`src/mlc_pkg.sv`:
```
// Shared types and constants of the method lookup cache.
`default_nettype none
package mlc_pkg;

  localparam int MLC_ENTRIES     = 512;
  localparam int MLC_HANDLE_BITS = 32;

  localparam int FIELD_W     = 32;
  localparam int COUNT_W     = 10;
  localparam int IN_TDATA_W  = 136;
  localparam int IN_TUSER_W  = 2;
  localparam int OUT_TDATA_W = 80;
  localparam int OUT_TUSER_W = 2;

  localparam logic [COUNT_W-1:0] CNT_MAX = '1;

  typedef enum logic [1:0] {
    OP_LOOKUP    = 2'd0,
    OP_FILL      = 2'd1,
    OP_CLR_METHOD = 2'd2,
    OP_CLR_ORIGIN = 2'd3
  } mlc_op_t;

  typedef enum logic [1:0] {
    RES_HIT_DEF   = 2'd0,
    RES_HIT_UNDEF = 2'd1,
    RES_MISS      = 2'd2,
    RES_DONE      = 2'd3
  } mlc_res_t;

  typedef struct packed {
    logic load;       // capture the input item
    logic idx_step;   // one step of the index remainder
    logic rd_idx;     // read the slot at the index
    logic rd_ptr;     // sweep read at the pointer
    logic fill_wr;    // write a filled slot
    logic wipe_wr;    // reset clearing write at the pointer
    logic ptr_inc;    // advance the pointer
    logic res_lookup; // load a lookup result
    logic res_done;   // load an operation-done result
  } mlc_cmd_t;

  typedef struct packed {
    mlc_op_t op;
    logic    idx_done;
    logic    ptr_last;
    logic    out_free;
  } mlc_sts_t;

endpackage
`default_nettype wire

```
`src/mlc_ctrl.sv`:
```
// Controller state machine of the method lookup cache.
`default_nettype none
module mlc_ctrl (
  input  wire               clk,
  input  wire               rst_n,
  input  wire               in_tvalid,
  output logic              in_tready,
  input  mlc_pkg::mlc_sts_t sts,
  output mlc_pkg::mlc_cmd_t cmd
);
  import mlc_pkg::*;

  typedef enum logic [3:0] {
    S_WIPE, S_IDLE, S_IDX, S_RD, S_CMP, S_FILL, S_SWP, S_SWT, S_FIN
  } state_t;

  state_t state_r, state_nxt;
  logic   in_tready_r;
  logic   accept;

  assign in_tready = in_tready_r;
  assign accept    = in_tvalid && in_tready_r;

  always_comb begin
    state_nxt = state_r;
    cmd       = '0;
    unique case (state_r)
      S_WIPE: begin
        cmd.wipe_wr = 1'b1;
        cmd.ptr_inc = 1'b1;
        if (sts.ptr_last) state_nxt = S_IDLE;
      end
      S_IDLE: begin
        cmd.load = accept;
        if (accept) state_nxt = S_IDX;
      end
      S_IDX: begin
        cmd.idx_step = 1'b1;
        if (sts.idx_done) begin
          unique case (sts.op)
            OP_LOOKUP: state_nxt = S_RD;
            OP_FILL:   state_nxt = S_FILL;
            default:   state_nxt = S_SWP;
          endcase
        end
      end
      S_RD: begin
        cmd.rd_idx = 1'b1;
        state_nxt  = S_CMP;
      end
      S_CMP: begin
        cmd.res_lookup = sts.out_free;
        if (sts.out_free) state_nxt = S_IDLE;
      end
      S_FILL: begin
        cmd.fill_wr = 1'b1;
        state_nxt   = S_FIN;
      end
      S_SWP: begin
        cmd.rd_ptr  = 1'b1;
        cmd.ptr_inc = 1'b1;
        if (sts.ptr_last) state_nxt = S_SWT;
      end
      // last sweep compare happens here in the datapath
      S_SWT: state_nxt = S_FIN;
      S_FIN: begin
        cmd.res_done = sts.out_free;
        if (sts.out_free) state_nxt = S_IDLE;
      end
      default: state_nxt = S_IDLE;
    endcase
  end

  always_ff @(posedge clk) begin
    if (!rst_n) begin
      state_r     <= S_WIPE;
      in_tready_r <= 1'b0;
    end else begin
      state_r     <= state_nxt;
      in_tready_r <= (state_nxt == S_IDLE) && !accept;
    end
  end

endmodule
`default_nettype wire

```
`config.mk`:
```
export PLATFORM = sky130hd
export DESIGN_NAME = mlc_ctrl
export DESIGN_NICKNAME = d
export VERILOG_FILES = /design/src/mlc_pkg.sv /design/src/mlc_ctrl.sv
export SDC_FILE = /design/constraint.sdc
export NUM_CORES = 1
export LEC_CHECK = 0
export ABC_AREA = 0
export BUFFER_PORTS_ARGS = -buffer_cell sky130_fd_sc_hd__buf_2
export CORE_AREA = 2 2 39 41
export CTS_CLUSTER_DIAMETER = 50
export CTS_CLUSTER_SIZE = 10
export DETAILED_ROUTE_END_ITERATION = 10
export DIE_AREA = 0 0 41 43
export SLEW_MARGIN = 20
export SYNTH_ARGS = -nofsm -noshare
export SYNTH_HDL_FRONTEND = slang
export SYNTH_SLANG_ARGS = --single-unit
```
`constraint.sdc`:
```
create_clock -name clk -period 2.6 [get_ports clk]
set_input_delay 0.39 -clock clk [delete_from_list [all_inputs] [get_ports clk]]
set_output_delay 0.39 -clock clk [all_outputs]
set_load 0.02 [all_outputs]
```
==> results.json <==
{
  "critPathCapture": "cmd[2]",
  "area_delta_synth_final_pct": 28.0,
  "clock_skew_ns": 0.000333,
  "crit_type": "reg2out",
  "rr_endpoint": "in_tready",
  "fin_setup_tns_ns": 0,
  "num_rows": 14,
  "fin_ws_ns": 0.674,
  "final_common_cell": "buf_2",
  "clock-sinks": 5,
  "synth_seq_area_share_pct": 25.2,
  "grt_pass1_wl_mm": 1.41,
  "drive_above_1_share_pct": 28.0,
  "post_cts_buffers": 0,
  "ff2ff_path_depth": 4,
  "overflow": 0,
  "cts_tree": "built",
  "cpMaxStageDelayCell": "dfxtp_1",
  "power_density_mw_per_mm2": 571,
  "fin_crit_ns": 1.93,
  "htree_levels": 1,
  "synth_area_per_cell_um2": 6.86,
  "grt_max_degree": 15,
  "synth_compound_area_share_pct": 22.6,
  "holdWs_ns": 0.440,
  "antenna_cells": 0,
  "cts_made_buffers": 3,
  "die_h_um": 43,
  "yosysTopAreaCell": "dfxtp_1",
  "syn-cell-area_um2": 398,
  "firstDrtPassIters": 4,
  "worst-path-buf-inv": 1,
  "grt_pass1_vias": 345,
  "dpl_worst_slack_ns": 0.938,
  "worst_skew_pair.late_latency_ns": 0.24,
  "synth_seq_cells": 5,
  "antenna_found_initial": 0,
  "cts_root_buf": "clkbuf_4",
  "synth-xor-area-share_pct": 0,
  "synth-adder-area-share_pct": 0,
  "synth_simple_gate_area_share_pct": 40.9,
  "critical_path.max_stage_delay_ns": 0.57,
  "drtAntennaViolNets": 0,
  "yosysWarnings": 0,
  "first_iter_violations": 10,
  "fmax_mhz": 519,
  "crit_chain": "nand2b_1, nor2_1, or2_1, buf_2",
  "initial_core_util_pct": 28.8,
  "vias_per_cell": 5.01,
  "globalplace.congestion": 0.714,
  "grt_usage_pct": 12.0,
  "cp-end-kind": "primary output",
  "outcome": "completed",
  "hold_class": "in2reg",
  "setup_viol": 0,
  "vias": 456,
  "rrSetupSlack_ns": 1.02,
  "nets": 84,
  "wl_um": 971,
  "finalHoldViolCount": 0,
  "ys_types": 26,
  "dp_hpwl_um": 739,
  "final_cell_mix": "17 x buf_2, 8 x nor2_1, 6 x a21oi_1, 5 x dfxtp_1",
  "synthTopCellsByArea": "dfxtp_1 25%, a21oi_1 7.5%, nor2_1 7.5%",
  "leakage_nw": 0.228,
  "maxSlewViolCount": 0,
  "path_depth": 4,
  "rsz0062_at_grt": "false",
  "cp.required_ns": 2.21,
  "final_cells": 91,
  "cts.clk_slew.worst_paths_ns": 0.04,
  "syn-num-nets": 66,
  "slew_headroom_pct": 69.9,
  "clockBufferDepth": 2,
  "route.detailed.drc": 0,
  "die_area_mm2": 0.00176,
  "dieWidth_um": 41,
  "fin_crit_sh_pct": 74.1,
  "r2r-start": "state_r[2]",
  "maxCapViolCount": 0,
  "wire_per_inst_um": 10.7,
  "power_mw": 0.291,
  "muxShareOfSynthArea_pct": 2.52,
  "ctsHoldBuffers": 0,
  "fp.coreArea_mm2": 0.00138,
  "synth_top_family_by_area": "simple AND/OR/NAND/NOR gates",
  "ios": 18,
  "vdd.ir_drop.worst_uv": 218,
  "critPathTopFamily": "simple AND/OR/NAND/NOR gates",
  "yosys.area.top_type_share_pct": 25.2,
  "worstMarginPinSlew_ns": 0.445,
  "netlist_instances": 58,
  "cts_resized": 0,
  "startpoint": "state_r[2]",
  "worstPathMaxFanout": 14,
  "critPathLaunchType": "flip-flop",
  "dpl.cell_count": 87,
  "port_buffers": 17,
  "worstPathArrival_ns": 1.54
}
==> stage by stage <==
step	util (%)	instance area, um^2
after detailed placement	34.9	483
final	36.8	509
after floorplan	-	398
after CTS	36.8	509
after global placement	34.9	483
after global routing	36.8	509
==> how the worst min path moves through the flow <==
stage	from	end	slack, ns	depth (start not counted)
floorplan	rst_n	state_r[2]	0.51	1
global placement	in_tready	state_r[1]	0.50	2
detailed placement	in_tready	state_r[1]	0.50	2
CTS	rst_n	state_r[2]	0.43	2
global route	rst_n	state_r[3]	0.45	3
finish	rst_n	state_r[2]	0.44	2
==> area by class of cell <==
class / instances / area [um^2]
timing repair buffer: 17 / 85.1
clock buffer: 4 / 26.3
fill: 167 / 875
sequential: 5 / 100
tap: 16 / 20.0
inverter: 4 / 15.0
multi-input combinational: 45 / 263
==> cells by family (layout without fill, tap and decap cells) <==
group,after synthesis,count (layout)
multiplexers,1,1
flip-flops,5,5
AND/OR/NAND/NOR,30,30
buffers and inverters,8,25
AO/OA/AOI/OAI,14,14
==> power by group <==
part / total, mW / switching, mW / leakage [nW] / internal [mW]
Sequential: 0.104 / 0.0169 / 0.0409 / 0.0867
Clock: 0.0902 / 0.0322 / 0.0150 / 0.0580
Combinational: 0.0967 / 0.0572 / 0.172 / 0.0395
Total: 0.291 / 0.106 / 0.228 / 0.184
==> synth_stat cells, drive strengths merged <==
library cell and count:
nor2 8, a21oi 6, dfxtp 5, buf 4
inv 4, nand2 4, nand2b 4, nor3 4
a31oi 2, o21ai 2, a211oi 1, and2 1
and4 1, mux2i 1, nand3 1, nand3b 1
nor2b 1, nor3b 1, nor4 1, nor4b 1
o221ai 1, o311ai 1, o31ai 1, or2 1
or4b 1
==> metal layers <==
layer	share of wire [%]	track usage (%)	up-vias
li1	-	-	241
met1	50	17.4	197
met2	43	14.7	14
met3	5.9	1.57	4
met4	1.9	10.0	0
met5	0	0	-
==> flip-flops by register name, indices dropped and copies added, names as in the netlist <==
| signal | flops |
|---|---|
| state_r | 4 |
| in_tready | 1 |
==> worst register-to-register path: cells and delay by family (launching register included) <==
| kind | cells | cell delay (ns) |
|---|---|---|
| and+or+nand+nor | 1 | 0.06 |
| DFF | 1 | 0.57 |
| muxes | 1 | 0.24 |
| AOI/OAI and AO/OA | 2 | 0.59 |
Power figures use the tool's default switching activity.
